`config.mk`:
```
export PLATFORM = sky130hd
export DESIGN_NAME = thick_line_rasterizer
export DESIGN_NICKNAME = d
export VERILOG_FILES = /design/src/thr_pkg.sv /design/src/thr_line.sv /design/src/thr_pixel.sv /design/src/thick_line_rasterizer.sv
export SDC_FILE = /design/constraint.sdc
export NUM_CORES = 1
export LEC_CHECK = 0
export BUFFER_PORTS_ARGS = -buffer_cell sky130_fd_sc_hd__clkbuf_2
export CORE_UTILIZATION = 55
export CTS_BUF_LIST = sky130_fd_sc_hd__clkbuf_16
export DETAILED_ROUTE_END_ITERATION = 8
export PLACE_DENSITY = 0.79
export SYNTH_ARGS = -nofsm -noshare
export SYNTH_HDL_FRONTEND = slang
export SYNTH_SLANG_ARGS = --single-unit
```
`constraint.sdc`:
```
create_clock -name clk -period 8.9 [get_ports clk]
set_input_delay 2.225 -clock clk [delete_from_list [all_inputs] [get_ports clk]]
set_output_delay 2.225 -clock clk [all_outputs]
set_load 0.005 [all_outputs]
```
`src/thr_pkg.sv`:
```
// thr_pkg: shared types and constants for the thick line rasterizer
// used by every module in src; depends on nothing
package thr_pkg;

  localparam int COORD_W  = 13;
  localparam int PIX_W    = 14;
  localparam int SPAN_W   = 14;
  localparam int ERR_W    = 16;
  localparam int SIDE_W   = 13;
  localparam int INDEX_W  = 24;
  localparam int COLOUR_W = 8;
  localparam int SIZE_W   = 3;
  localparam int IN_W     = 80;
  localparam int OUT_W    = 80;
  localparam int CFG_IDX_W = 8;

  localparam logic KIND_LOAD = 1'b0;
  localparam logic KIND_STEP = 1'b1;

  localparam logic [CFG_IDX_W-1:0] REG_FRAME_WIDTH  = 8'd0;
  localparam logic [CFG_IDX_W-1:0] REG_FRAME_HEIGHT = 8'd1;

  localparam logic [SIDE_W-1:0] RESET_FRAME_WIDTH  = 13'd640;
  localparam logic [SIDE_W-1:0] RESET_FRAME_HEIGHT = 13'd480;

  typedef enum logic {
    ST_IDLE,
    ST_DRAW
  } state_t;

  typedef struct packed {
    logic signed [COORD_W-1:0] start_x;
    logic signed [COORD_W-1:0] start_y;
    logic signed [COORD_W-1:0] finish_x;
    logic signed [COORD_W-1:0] finish_y;
    logic [3*COLOUR_W-1:0]     colour;
  } load_t;

  typedef struct packed {
    logic load;
    logic advance;
    logic finish;
  } line_ctrl_t;

  typedef struct packed {
    logic signed [COORD_W-1:0] point_x;
    logic signed [COORD_W-1:0] point_y;
    logic [3*COLOUR_W-1:0]     colour;
    logic                      at_end;
    logic                      active;
  } line_status_t;

  typedef struct packed {
    logic signed [PIX_W-1:0] pixel_x;
    logic signed [PIX_W-1:0] pixel_y;
    logic [INDEX_W-1:0]      pixel_index;
    logic [COLOUR_W-1:0]     red;
    logic [COLOUR_W-1:0]     green;
    logic [COLOUR_W-1:0]     blue;
    logic                    write_enable;
    logic                    last_of_point;
    logic                    line_done;
  } pixel_t;

endpackage

```
`src/thr_line.sv`:
```
// thr_line: bresenham line state, load setup and per-point error update
// depends on thr_pkg
module thr_line #(
  parameter int HALF_W   = 2,
  parameter int SIZE_MAX = 7
) (
  input  logic                        clk,
  input  logic                        rst,
  input  thr_pkg::line_ctrl_t         ctrl,
  input  thr_pkg::load_t              load_data,
  input  logic [thr_pkg::SIZE_W-1:0]  brush_size,
  output thr_pkg::line_status_t       status,
  output logic [HALF_W-1:0]           half
);

  logic signed [thr_pkg::COORD_W-1:0] point_x, point_y, target_x, target_y;
  logic signed [thr_pkg::SPAN_W-1:0]  span_x, neg_span_y;
  logic signed [thr_pkg::ERR_W-1:0]   error_term, error_term_next;
  logic                               x_backward, y_backward, line_active;
  logic [3*thr_pkg::COLOUR_W-1:0]     line_colour;
  logic signed [thr_pkg::SPAN_W-1:0]  dx_raw, dy_raw, dx_abs, dy_abs;
  logic signed [thr_pkg::ERR_W:0]     e2;
  logic                               step_x, step_y;
  logic [thr_pkg::SIZE_W-1:0]         size_sat;

  assign dx_raw = thr_pkg::SPAN_W'(load_data.finish_x) - thr_pkg::SPAN_W'(load_data.start_x);
  assign dy_raw = thr_pkg::SPAN_W'(load_data.finish_y) - thr_pkg::SPAN_W'(load_data.start_y);
  assign dx_abs = dx_raw[thr_pkg::SPAN_W-1] ? -dx_raw : dx_raw;
  assign dy_abs = dy_raw[thr_pkg::SPAN_W-1] ? -dy_raw : dy_raw;
  assign size_sat = (brush_size > thr_pkg::SIZE_W'(SIZE_MAX)) ?
                    thr_pkg::SIZE_W'(SIZE_MAX) : brush_size;

  assign e2 = {error_term, 1'b0};
  assign step_x = e2 >= (thr_pkg::ERR_W+1)'(neg_span_y);
  assign step_y = e2 <= (thr_pkg::ERR_W+1)'(span_x);

  always_comb begin
    error_term_next = error_term;
    if (step_x) begin
      error_term_next = error_term_next + thr_pkg::ERR_W'(neg_span_y);
    end
    if (step_y) begin
      error_term_next = error_term_next + thr_pkg::ERR_W'(span_x);
    end
  end

  always_ff @(posedge clk) begin
    if (rst) begin
      point_x     <= '0;
      point_y     <= '0;
      target_x    <= '0;
      target_y    <= '0;
      span_x      <= '0;
      neg_span_y  <= '0;
      x_backward  <= 1'b0;
      y_backward  <= 1'b0;
      error_term  <= '0;
      line_active <= 1'b0;
      line_colour <= '0;
      half        <= '0;
    end else if (ctrl.load) begin
      point_x     <= load_data.start_x;
      point_y     <= load_data.start_y;
      target_x    <= load_data.finish_x;
      target_y    <= load_data.finish_y;
      span_x      <= dx_abs;
      neg_span_y  <= -dy_abs;
      x_backward  <= !(load_data.start_x < load_data.finish_x);
      y_backward  <= !(load_data.start_y < load_data.finish_y);
      error_term  <= thr_pkg::ERR_W'(dx_abs) - thr_pkg::ERR_W'(dy_abs);
      line_colour <= load_data.colour;
      half        <= HALF_W'(size_sat >> 1);
      line_active <= 1'b1;
    end else if (ctrl.finish) begin
      line_active <= 1'b0;
    end else if (ctrl.advance) begin
      error_term <= error_term_next;
      if (step_x) begin
        point_x <= x_backward ? point_x - thr_pkg::COORD_W'(1) : point_x + thr_pkg::COORD_W'(1);
      end
      if (step_y) begin
        point_y <= y_backward ? point_y - thr_pkg::COORD_W'(1) : point_y + thr_pkg::COORD_W'(1);
      end
    end
  end

  assign status.point_x = point_x;
  assign status.point_y = point_y;
  assign status.colour  = line_colour;
  assign status.at_end  = (point_x == target_x) && (point_y == target_y);
  assign status.active  = line_active;

endmodule

```
`src/thr_pixel.sv`:
```
// thr_pixel: shared pixel unit, one brush pixel per use: coordinates, clip, address
// depends on thr_pkg
module thr_pixel #(
  parameter int HALF_W = 2,
  parameter int CNT_W  = 3
) (
  input  thr_pkg::line_status_t        status,
  input  logic [HALF_W-1:0]            half,
  input  logic [CNT_W-1:0]             col,
  input  logic [CNT_W-1:0]             row,
  input  logic                         last,
  input  logic [thr_pkg::SIDE_W-1:0]   width,
  input  logic [thr_pkg::SIDE_W-1:0]   height,
  output thr_pkg::pixel_t              pix
);

  logic signed [thr_pkg::PIX_W-1:0]  px, py;
  logic                              in_frame;
  logic [2*thr_pkg::SIDE_W-1:0]      product;
  logic [2*thr_pkg::SIDE_W-1:0]      address;

  assign px = thr_pkg::PIX_W'(status.point_x) + thr_pkg::PIX_W'(col) - thr_pkg::PIX_W'(half);
  assign py = thr_pkg::PIX_W'(status.point_y) + thr_pkg::PIX_W'(row) - thr_pkg::PIX_W'(half);

  assign in_frame = !px[thr_pkg::PIX_W-1] && !py[thr_pkg::PIX_W-1] &&
                    (px[thr_pkg::SIDE_W-1:0] < width) && (py[thr_pkg::SIDE_W-1:0] < height);

  assign product = py[thr_pkg::SIDE_W-1:0] * width;
  assign address = product + (2*thr_pkg::SIDE_W)'(px[thr_pkg::SIDE_W-1:0]);

  always_comb begin
    pix = '0;
    pix.last_of_point = 1'b1;
    pix.line_done     = 1'b1;
    if (status.active) begin
      pix.pixel_x       = px;
      pix.pixel_y       = py;
      pix.pixel_index   = in_frame ? address[thr_pkg::INDEX_W-1:0] : '0;
      pix.red           = status.colour[3*thr_pkg::COLOUR_W-1:2*thr_pkg::COLOUR_W];
      pix.green         = status.colour[2*thr_pkg::COLOUR_W-1:thr_pkg::COLOUR_W];
      pix.blue          = status.colour[thr_pkg::COLOUR_W-1:0];
      pix.write_enable  = in_frame;
      pix.last_of_point = last;
      pix.line_done     = last && status.at_end;
    end
  end

endmodule

```
`src/thick_line_rasterizer.sv`:
```
// thick_line_rasterizer: top level, sequencer, frame registers and output register
// depends on thr_pkg, thr_line, thr_pixel
//
// usage: items arrive on the s_ group; s_tuser is the kind (0 load, 1 step).
// a load transaction sets up a new line and produces nothing.
// a step transaction walks the square brush around the current point through the
// shared pixel unit, one brush pixel per cycle, x offset major, and sends each
// pixel on the m_ group; m_tlast marks the final pixel of the point and
// m_tuser carries write enable and line done.
// a step sends (2*(size/2)+1)^2 pixels (9 for a size-3 brush); the next item is
// accepted in the cycle of the final pixel.
// a step with no active line gives one result.
// the pixel unit and the single output register set the rate: when m_tready is
// low the output register holds and the brush walk waits.
// frame size is written on the cfg_ group, always ready; the user must write it
// only while the block idles, which it leaves unchecked. reset (rst, synchronous)
// drops any line and any pending result and restores frame size 640 x 480.
module thick_line_rasterizer #(
  parameter int MAX_BRUSH      = 7,
  parameter int MAX_FRAME_SIDE = 4096
) (
  input  logic                            clk,
  input  logic                            rst,
  input  logic                            s_tvalid,
  output logic                            s_tready,
  // start_x, start_y, finish_x, finish_y, red_in, green_in, blue_in, brush_size
  input  logic [thr_pkg::IN_W-1:0]        s_tdata,
  // kind
  input  logic                            s_tuser,
  output logic                            m_tvalid,
  input  logic                            m_tready,
  // pixel_x, pixel_y, pixel_index, red_out, green_out, blue_out
  output logic [thr_pkg::OUT_W-1:0]       m_tdata,
  // write_enable, line_done
  output logic [1:0]                      m_tuser,
  output logic                            m_tlast,
  input  logic                            cfg_valid,
  output logic                            cfg_ready,
  input  logic [thr_pkg::CFG_IDX_W-1:0]   cfg_index,
  input  logic [thr_pkg::SIDE_W-1:0]      cfg_data
);

  localparam int HALF_MAX = MAX_BRUSH / 2;
  localparam int HALF_W   = (HALF_MAX > 0) ? $clog2(HALF_MAX + 1) : 1;
  localparam int CNT_W    = $clog2(2 * HALF_MAX + 2);
  localparam logic [thr_pkg::SIDE_W-1:0] SIDE_CAP = thr_pkg::SIDE_W'(MAX_FRAME_SIDE);

  thr_pkg::state_t        state, state_next;
  thr_pkg::line_ctrl_t    ctrl;
  thr_pkg::line_status_t  status;
  thr_pkg::load_t         load_data;
  thr_pkg::pixel_t        pix, out_pix;

  logic [thr_pkg::SIDE_W-1:0] frame_width, frame_height, width_cap, height_cap;
  logic [HALF_W-1:0]          half;
  logic [CNT_W-1:0]           col, row, side_last;
  logic                       out_free, emit, final_pix, last_emit, accept, step_accept;

  assign load_data.start_x  = s_tdata[12:0];
  assign load_data.start_y  = s_tdata[25:13];
  assign load_data.finish_x = s_tdata[38:26];
  assign load_data.finish_y = s_tdata[51:39];
  assign load_data.colour   = {s_tdata[59:52], s_tdata[67:60], s_tdata[75:68]};

  assign cfg_ready = 1'b1;

  always_ff @(posedge clk) begin
    if (rst) begin
      frame_width  <= thr_pkg::RESET_FRAME_WIDTH;
      frame_height <= thr_pkg::RESET_FRAME_HEIGHT;
    end else if (cfg_valid && cfg_ready) begin
      case (cfg_index)
        thr_pkg::REG_FRAME_WIDTH:  frame_width  <= cfg_data;
        thr_pkg::REG_FRAME_HEIGHT: frame_height <= cfg_data;
        default: ;
      endcase
    end
  end

  assign width_cap  = (frame_width  > SIDE_CAP) ? SIDE_CAP : frame_width;
  assign height_cap = (frame_height > SIDE_CAP) ? SIDE_CAP : frame_height;

  assign side_last = CNT_W'({half, 1'b0});
  assign out_free  = !m_tvalid || m_tready;
  assign emit      = (state == thr_pkg::ST_DRAW) && out_free;
  assign final_pix = !status.active || ((col == side_last) && (row == side_last));
  assign last_emit = emit && final_pix;
  assign accept    = s_tvalid && s_tready;
  assign step_accept = accept && (s_tuser == thr_pkg::KIND_STEP);

  always_comb begin
    state_next = state;
    case (state)
      thr_pkg::ST_IDLE: begin
        if (step_accept) state_next = thr_pkg::ST_DRAW;
      end
      thr_pkg::ST_DRAW: begin
        if (step_accept) state_next = thr_pkg::ST_DRAW;
        else if (last_emit) state_next = thr_pkg::ST_IDLE;
      end
      default: state_next = thr_pkg::ST_IDLE;
    endcase
  end

  always_comb begin
    s_tready = 1'b0;
    case (state)
      thr_pkg::ST_IDLE: s_tready = 1'b1;
      thr_pkg::ST_DRAW: s_tready = last_emit;
      default: s_tready = 1'b0;
    endcase
  end

  assign ctrl.load    = accept && (s_tuser == thr_pkg::KIND_LOAD);
  assign ctrl.advance = last_emit && status.active && !status.at_end;
  assign ctrl.finish  = last_emit && status.active && status.at_end;

  always_ff @(posedge clk) begin
    if (rst) begin
      state <= thr_pkg::ST_IDLE;
    end else begin
      state <= state_next;
    end
  end

  always_ff @(posedge clk) begin
    if (rst) begin
      col <= '0;
      row <= '0;
    end else if (step_accept) begin
      col <= '0;
      row <= '0;
    end else if (emit && !final_pix) begin
      if (row == side_last) begin
        row <= '0;
        col <= col + CNT_W'(1);
      end else begin
        row <= row + CNT_W'(1);
      end
    end
  end

  thr_line #(
    .HALF_W   (HALF_W),
    .SIZE_MAX (MAX_BRUSH)
  ) u_line (
    .clk        (clk),
    .rst        (rst),
    .ctrl       (ctrl),
    .load_data  (load_data),
    .brush_size (s_tdata[78:76]),
    .status     (status),
    .half       (half)
  );

  thr_pixel #(
    .HALF_W (HALF_W),
    .CNT_W  (CNT_W)
  ) u_pixel (
    .status (status),
    .half   (half),
    .col    (col),
    .row    (row),
    .last   (final_pix),
    .width  (width_cap),
    .height (height_cap),
    .pix    (pix)
  );

  always_ff @(posedge clk) begin
    if (rst) begin
      m_tvalid <= 1'b0;
    end else if (emit) begin
      m_tvalid <= 1'b1;
    end else if (m_tready) begin
      m_tvalid <= 1'b0;
    end
  end

  always_ff @(posedge clk) begin
    if (emit) begin
      out_pix <= pix;
    end
  end

  assign m_tdata = {4'b0, out_pix.blue, out_pix.green, out_pix.red, out_pix.pixel_index,
                    out_pix.pixel_y, out_pix.pixel_x};
  assign m_tuser = {out_pix.line_done, out_pix.write_enable};
  assign m_tlast = out_pix.last_of_point;

endmodule

```
# ---- Word-level counts from Yosys, hierarchy flattened
# Index checks and enable logic that the tools add are counted.
dict set report word_totals {
  reg_bits 238
  output_inout_bits 86
}
dict set report classes {
  n_addsub 19
  mul 1
  magnitude_cmp 9
  n_eq_ne 6
  mux 30
  bitwise_logic 2
  n_reduce_logical 39
}
# op n
set op_table {}
lappend op_table {{$mux 13} 12}
lappend op_table {{$mux 16} 5}
lappend op_table {{$lt 13x13->1} 4}
lappend op_table {{$neg 14->14} 3}
lappend op_table {{$add 16x14->16} 2}
lappend op_table {{$add 13x4->14} 2}
lappend op_table {{$mux 14} 2}
lappend op_table {{$sub 13x13->14} 2}
lappend op_table {{$sub 14x2->14} 2}
lappend op_table {{$add 13x2->13 const B} 2}
lappend op_table {{$eq 13x13->1} 2}
lappend op_table {{$gt 13x13->1 const B} 2}
lappend op_table {{$sub 13x2->13 const B} 2}
lappend op_table {{$add 24x13->24} 1}
lappend op_table {{$mul 13x13->24} 1}
lappend op_table {{$ge 17x14->1} 1}
lappend op_table {{$le 17x14->1} 1}
lappend op_table {{$logic_and 1x1->1} 15}
lappend op_table {{$sub 14x14->15} 1}
lappend op_table {{$reduce_and 2->1} 5}
lappend op_table {{$reduce_bool 2->1} 5}
lappend op_table {{$eq 8x1->1 const B} 1}
lappend op_table {{$logic_not 1->1} 8}
lappend op_table {{$logic_not 8->1} 1}
lappend op_table {{11 further kinds} 24}

# ---- Depth between registers and ports, before layout
# Gate-level depths: netlist (run 1).
dict set report depth {
  word_depth 9
  ltp_mapped 34
  ltp_nobuf 34
}

# ---- Cells and area by module
# A second synthesis (run 1) with hierarchy kept.
dict set report hier_totals {
  cells_unflattened 2672
  area_unflattened_um2 23583.9
}
# mod instances cells_each area_per_inst_um2 seq_area_each_um2
set modules_own_cells {}
lappend modules_own_cells {thr_line 1 1412 11359.6 2502.4}
lappend modules_own_cells {thr_pixel 1 988 8159.1 0.0}
lappend modules_own_cells {thick_line_rasterizer 1 272 4065.1 3052.9}

# ---- Worst setup path after synthesis (run 1)
# OpenSTA, ideal clock, no wires.
dict set report synth_timing {
  path_kind {register -> register}
  startpoint {register u_line.point_y[1] (netlist bit)}
  endpoint {register out_pix (netlist bit m_tdata[51]), data pin}
  arrival_time_ns 8.070
  required_ns 8.645
  slack_ns 0.575
  path_stages_with_launch 34
  period_less_slack_ns 8.325
  path_cell_list {dfxtp_1 > inv_1 > fa_1 > inv_1 > fa_1 > a21oi_1 > o21bai_1 > and2_1 > o21a_1 > nor2_1 > xor2_1 > nor2_1 > fa_1 > inv_1 > fa_1 > inv_1 > fa_1 > inv_1 > fa_1 > inv_1 > fa_1 > inv_1 > fa_1 > inv_1 > ha_1 > a2111oi_0 > o21ai_0 > a41oi_1 > a21o_1 > o31ai_1 > o31a_1 > o22a_1 > xnor2_1 > and2_1}
}
dict set report synth_between {
  elab_chain_len 7
}
# item line_no
set synth_lines {}
lappend synth_lines {{start, declared} thr_line.sv:16} ;# logic signed [thr_pkg::COORD_W-1:0] point_x, point_y, target_x, target_y;
lappend synth_lines {{start signal, assigned} thr_line.sv:63} ;# point_y <= load_data.start_y;
lappend synth_lines {{start signal, assigned} thr_line.sv:82} ;# point_y <= y_backward ? point_y - thr_pkg::COORD_W'(1) : point_y + thr_pkg::COORD_W'(1);
lappend synth_lines {{$add 13x4->14 *} thr_pixel.sv:23} ;# assign py = thr_pkg::PIX_W'(status.point_y) + thr_pkg::PIX_W'(row) - thr_pkg::PIX_W'(half);
lappend synth_lines {{$sub 14x2->14 *} thr_pixel.sv:23}
lappend synth_lines {{parallel branches: the longest is 5 deep, another holds $mul 13x13->24} --}
lappend synth_lines {{end signal, assigned} thick_line_rasterizer.sv:182} ;# out_pix <= pix;
lappend synth_lines {{end, declared} thick_line_rasterizer.sv:52} ;# thr_pkg::pixel_t pix, out_pix;
# Mark *: on every way between the ends.
# A chain may end at the register's enable or synchronous reset.

# ---- Final worst setup path (run 1)
# Same ends and word-level chain as after synthesis.

==> results of run 1 <==
## routing by layer
layer	track usage	up-vias	part of all wire
met3	0.0361	162	0.070
met5	0	-	0
met2	0.518	830	0.48
li1	-	9584	-
met4	0.122	0	0.044
met1	0.383	9657	0.41
## worst register-to-register path, delay by kind of cell (launching register included)
kind	cells	cell delay (ns)
flip-flops	1	0.37
AO/OA/AOI/OAI	9	1.57
XOR/XNOR	2	0.32
adder cells (fa/ha/maj)	9	4.36
buffers and inverters	7	0.54
AND/OR/NAND/NOR	6	1.05
## power by group
part | total (µW) | internal [µW] | switching, µW
combinational | 3720 | 1530 | 2190
sequential | 1280 | 1200 | 78.8
clock | 1210 | 729 | 486
total | 6220 | 3470 | 2750
## placed cells by master (no fill, tap or decap), drive strengths merged, types with 29 or more instances in the layout
cell type  instances
nand2            264
edfxtp            79
dfxtp            159
ha               263
a211oi            29
o21a              37
a21oi            181
and2              59
buf               36
o21ai             91
nor3              53
fa               140
xor2              56
nand3             42
mux2i             31
nor2             296
inv              343
a21o              30
clkbuf           211
xnor2            113
nor2b             33
## cell families after synthesis
| family | share of synthesized area |
|---|---|
| adders and majority gates | 0.265 |
| buffers and inverters | 0.0733 |
| other | 0.000326 |
| xor gates and xnor gates | 0.0653 |
| AOI/OAI and AO/OA | 0.161 |
| DFF | 0.241 |
| muxes | 0.0223 |
| and+or+nand+nor | 0.172 |
## final timing paths
check | from | to | slack [ns] | cells past startpoint
setup / recovery | u_line.point_y[1] | m_tdata[51] | 0.44 | 33
hold / removal | u_line.line_colour[14] | u_line.line_colour[14] | 0.45 | 2
setup reg to reg | u_line.point_y[1] | m_tdata[51] | 0.44 | 33
hold reg to reg | u_line.line_colour[14] | u_line.line_colour[14] | 0.45 | 2
## Yosys cell counts (21+ instances only)
cell type / n
inv_1: 334
nor2_1: 295
nand2_1: 264
ha_1: 263
a21oi_1: 178
dfxtp_1: 159
fa_1: 140
xnor2_1: 110
o21ai_0: 88
edfxtp_1: 79
clkbuf_1: 77
and2_1: 58
xor2_1: 56
nor3_1: 53
nand3_1: 42
o21a_1: 37
nor2b_1: 33
mux2i_1: 31
a21o_1: 30
a211oi_1: 28
a222oi_1: 24
nand4_1: 21
## area by class of cell
| cell class | count | share of cell area |
|---|---|---|
| well taps | 532 | 0.0261 |
| repair buffers | 220 | 0.0468 |
| clock buffers | 27 | 0.0265 |
| multi-input cells | 2041 | 0.622 |
| flip-flops and latches | 238 | 0.218 |
| clock inverters | 23 | 0.0109 |
| inverters | 336 | 0.0496 |
## per-stage QoR
stage	worst slack, ns	std cells
2_1_floorplan	0.575	2715
3_3_place_gp	0.383	3365
3_5_place_dp	0.177	3365
4_1_cts	0.147	3415
5_1_grt	0.0393	3417
6_report	0.437	3417
## registers in the layout, indices dropped and copies added, names as in the netlist
name                cells
u_line.target_x        13
m_tvalid                1
u_line.target_y        13
u_line.half             2
u_line.neg_span_y      14
u_line.point_x         13
m_tlast                 1
u_line.span_x          14
m_tuser                 2
u_line.y_backward       1
m_tdata                76
frame_height           13
u_line.line_active      1
col                     3
u_line.line_colour     24
frame_width            13
state                   1
u_line.x_backward       1
row                     3
u_line.error_term      16
u_line.point_y         13
## timing repair
action | 4_1_cts | 5_1_grt
gates resized for setup | 0 | 11
setup endpoints to repair | 0 | 7
setup buffers | 0 | 2
==> reports/qor.yml, run 1 <==
status: "finished with violations"
violations: "design-rule violations"
vdd_drop_max_mv: 0.207
die-area_um2: 42700
setup_viol: 0
antenna_left: 0
totalWireLength_um: 64700
yosys-top-cells-area: "ha_1 (14%), dfxtp_1 (14%), fa_1 (12%), edfxtp_1 (10%), inv_1 (5.4%)"
rsz0062_at_grt: "false"
yosys_warnings: 0
synthToLayoutAreaGrowth_pct: 10.6
maxCapViolCount: 0
num_rows: 74
nets: 3374
dp_hpwl_um: 50600
firstDrtPassIters: 8
overflow: 0
hold_class: "reg -> reg"
worstMarginPinSlew_ns: 1.13
clk_pin_slew_ns: 0.06
antenna_found_initial: 0
first_global_vias: 19791
drt_iter0_markers: 1663
fin_crit_sh: 0.951
fin_tns_setup_ns: 0
nFillCells: 3461
vias_per_cell: 5.92
htreeDepth: 1
clock_latency_ns: 0.59
clock_sinks: 238
endpoint_kind: "flip-flop"
maxSlewViolCount: 0
syn_avg_cell_area_um2: 8.49
io_pins: 193
synth_edf_count: 79
cts.path.max_buffers: 3
final_hold_viol_count: 0
multi_input_area_um2: 15800
drive_gt1_frac: 0.116
avgRoutedWirePerCell_um: 18.9
cp_common_cell: "fa_1"
path_buf_inv: 7
period_needed_ns: 8.46
async_flop_share: 0
ctsRootBufferMaster: "clkbuf_16"
drc: 13
critPathKind: "reg -> reg"
grt_max_degree: 94
max_stage_delay_ns: 0.54
core_um2: 41000
worstPathMaxFanout: 8
p_per_area_nw_per_um2: 244
power.leakage_uw: 0.0118
gp_congestion: 0.940
yosys_most_used_dff: "dfxtp_1"
yosysSeqAreaShare: 0.241
p_total_uw: 6220
io_buffers: 185
grt.total_usage: 0.301
synth_cells: 2712
synth-seq-cells: 238
fin_area_um2: 25500
synth_top_area_share: 0.143
startpoint_type: "flip-flop"
cts_buffers: 27
regArea_um2: 5560
cts_tree: "yes"
fmax_ghz: 0.118
die_h_um: 207
synth_area_um2: 23000
antenna_cells: 0
synth_cell_types: 92
grt_pass1_wl_um: 101000
yosys.area.top_type: "ha_1"
num_vias: 20233
fin_util: 0.621
placed_area_um2: 24500
start_util: 0.561
finClkSkew_ns: 0.0162
cp.required_ns: 9.24
holdWs_ns: 0.450
maxSlewHeadroom: 0.246
crit_family: "adder cells"
die_w_um: 207
cp_slowest_cell: "fa_1"
critical_path_arrival_ns: 8.80
postCtsHoldBufs: 0
No activity file was read; power rests on OpenSTA's default activity.
==> inputs of run 2 (changes only) <==
Settings changed: CORE_ASPECT_RATIO set to 1.1, CORE_UTILIZATION 55 to 50, PLACE_DENSITY 0.79 to 0.73.
==> reports/qor.yml, run 2 (synthesized netlist as in run 1, its figures left out) <==
drt_iter0_markers: 1437  # -14%
cp_common_cell: "fa_1"
totalWireLength_um: 64200  # -0.75%
vias_per_cell: 5.74  # -3.0%
critical_path_arrival_ns: 8.85  # +0.05 ns
gr-usage-met1: 0.339  # -0.0437
pre_cts_slack_ns: 0.201  # +0.0237 ns
start_util: 0.507  # -0.0548
die_h_um: 227  # +9.9%
antenna_left: 0  # unchanged
worstMarginPinSlew_ns: 1.11  # -0.0196 ns
maxCapViolCount: 0  # unchanged
grt_pass1_wl_um: 101000  # -0.59%
grt_max_degree: 79  # -16%
dp_hpwl_um: 51100  # +0.93%
multi_input_area_um2: 15800  # about the same
maxSlewHeadroom: 0.260  # +0.0131
p_per_area_nw_per_um2: 241  # -1.4%
grt_util_met2: 0.469  # -0.0490
cp.required_ns: 9.22  # -0.02 ns
layout.cells.non_filler: 3479  # +1.8%
final_cell_mix: "inv_1 (336), nor2_1 (295), nand2_1 (264)"
io_pins: 193  # unchanged
drive_gt1_frac: 0.117  # +0.000797
final_hold_viol_count: 0  # unchanged
setup_viol: 0  # unchanged
cts_buffers: 28  # +3.7%
fin_area_um2: 25500  # +0.26%
grt.total_usage: 0.271  # -0.0300
avgRoutedWirePerCell_um: 18.5  # -2.5%
htreeDepth: 1  # unchanged
first_global_vias: 19362  # -2.2%
maxSlewViolCount: 0  # unchanged
antenna_found_initial: 1  # +1
drc: 13  # unchanged
mostFrequentLayoutCell: "inv_1"
clock_sinks: 238  # unchanged
cts.path.max_buffers: 3  # unchanged
setup_ws_ns: 0.371  # -0.0656 ns
die_w_um: 207  # unchanged
core_um2: 45500  # +11%
nets: 3379  # +0.15%
gp_congestion: 0.990  # +5.3%
placed_area_um2: 24600  # +0.44%
met3_usage: 0.0419  # +0.00583
ctsRootBufferMaster: "clkbuf_16"
p_total_uw: 6140  # -1.2%
crit_family: "adder cells"
critPathKind: "reg -> reg"
fmax_ghz: 0.117  # -0.77%
fin_tns_setup_ns: 0  # unchanged
busiest_layer: "met2"
io_buffers: 185  # unchanged
worstPathMaxFanout: 5  # -3
violations: "design-rule violations"
power.leakage_uw: 0.0118  # about the same
hold_class: "reg -> reg"
finClkSkew_ns: 0.0301  # +0.0139 ns
dp_cells: 3426  # +1.8%
die-area_um2: 46900  # +9.9%
overflow: 0  # unchanged
clk_pin_slew_ns: 0.06  # about the same
largest_reg_flops: 76  # unchanged
vdd_drop_max_mv: 0.176  # -15%
nFillCells: 4109  # +19%
synthToLayoutAreaGrowth_pct: 10.8
endpoint_kind: "flip-flop"
regArea_um2: 5560  # unchanged
period_needed_ns: 8.53  # +0.0656 ns
clock_latency_ns: 0.60  # about the same
num_vias: 19976  # -1.3%
firstDrtPassIters: 9  # +1
cp_slowest_cell: "fa_1"
antenna_cells: 0  # unchanged
startpoint_type: "flip-flop"
num_rows: 82  # +11%
status: "finished with violations"
cts_tree: "yes"
max_stage_delay_ns: 0.55  # about the same
fin_crit_sh: 0.958  # +0.00737
path_buf_inv: 7  # unchanged
[run 2: cell types whose count changed in the layout (fill, tap and decap cells not counted), sizes merged]
| cell | delta |
|---|---|
| bufinv | -3 |
| inv | -4 |
| buf | +4 |
| clkinvlp | +2 |
| clkinv | +6 |
| clkbuf | +1 |
[run 2: stage by stage]
step | util | hold WS [ns]
final | 0.562 | 0.452
after global routing | 0.562 | 0.464
after CTS | 0.561 | 0.451
after detailed placement | 0.540 | 0.443
after global placement | 0.540 | 0.437
after floorplan | - | 0.432
[run 2: power by group]
group	switching [µW]	total [µW]	internal, µW
clock network	489	1150	661
logic	2160	3710	1550
registers	79.9	1280	1200
total	2730	6140	3410
[run 2: metal layers]
| layer | vias to the layer above | wire length (µm) |
|---|---|---|
| li1 | 9574 | - |
| met2 | 661 | 31200 |
| met5 | - | 11 |
| met1 | 9598 | 26300 |
| met4 | 2 | 2430 |
| met3 | 141 | 4260 |
[run 2: cell type report]
cell class | instances | area share
repair buffers | 224 | 0.0480
multi-input cells | 2041 | 0.620
inverters | 336 | 0.0495
clock inverters | 24 | 0.00863
clock buffers | 28 | 0.0275
well taps | 588 | 0.0288
flip-flops and latches | 238 | 0.218
[run 2: worst register-to-register path, delay by kind of cell, from the launching register on]
family          cells  cell delay (ns)
flops               1             0.37
fa+ha+maj          10             4.35
buf+inv             7             0.49
compound gates      9             1.60
xor+xnor            2             0.30
simple gates        6             1.15
[run 2: final timing paths]
| path | startpoint | endpoint | slack [ns] | cells after the start |
|---|---|---|---|---|
| max | u_line.point_y[0] | m_tdata[51] | 0.37 | 34 |
| min | u_line.line_colour[14] | u_line.line_colour[14] | 0.45 | 2 |
| max reg2reg | u_line.point_y[0] | m_tdata[51] | 0.37 | 34 |
| min reg2reg | u_line.line_colour[14] | u_line.line_colour[14] | 0.45 | 2 |
[run 2: repair_timing]
action | in CTS | in global routing
buffers inserted | 0 | 1
gates resized for setup | 0 | 11
endpoints found under the setup margin | 0 | 7
hold buffers | 0 | 0
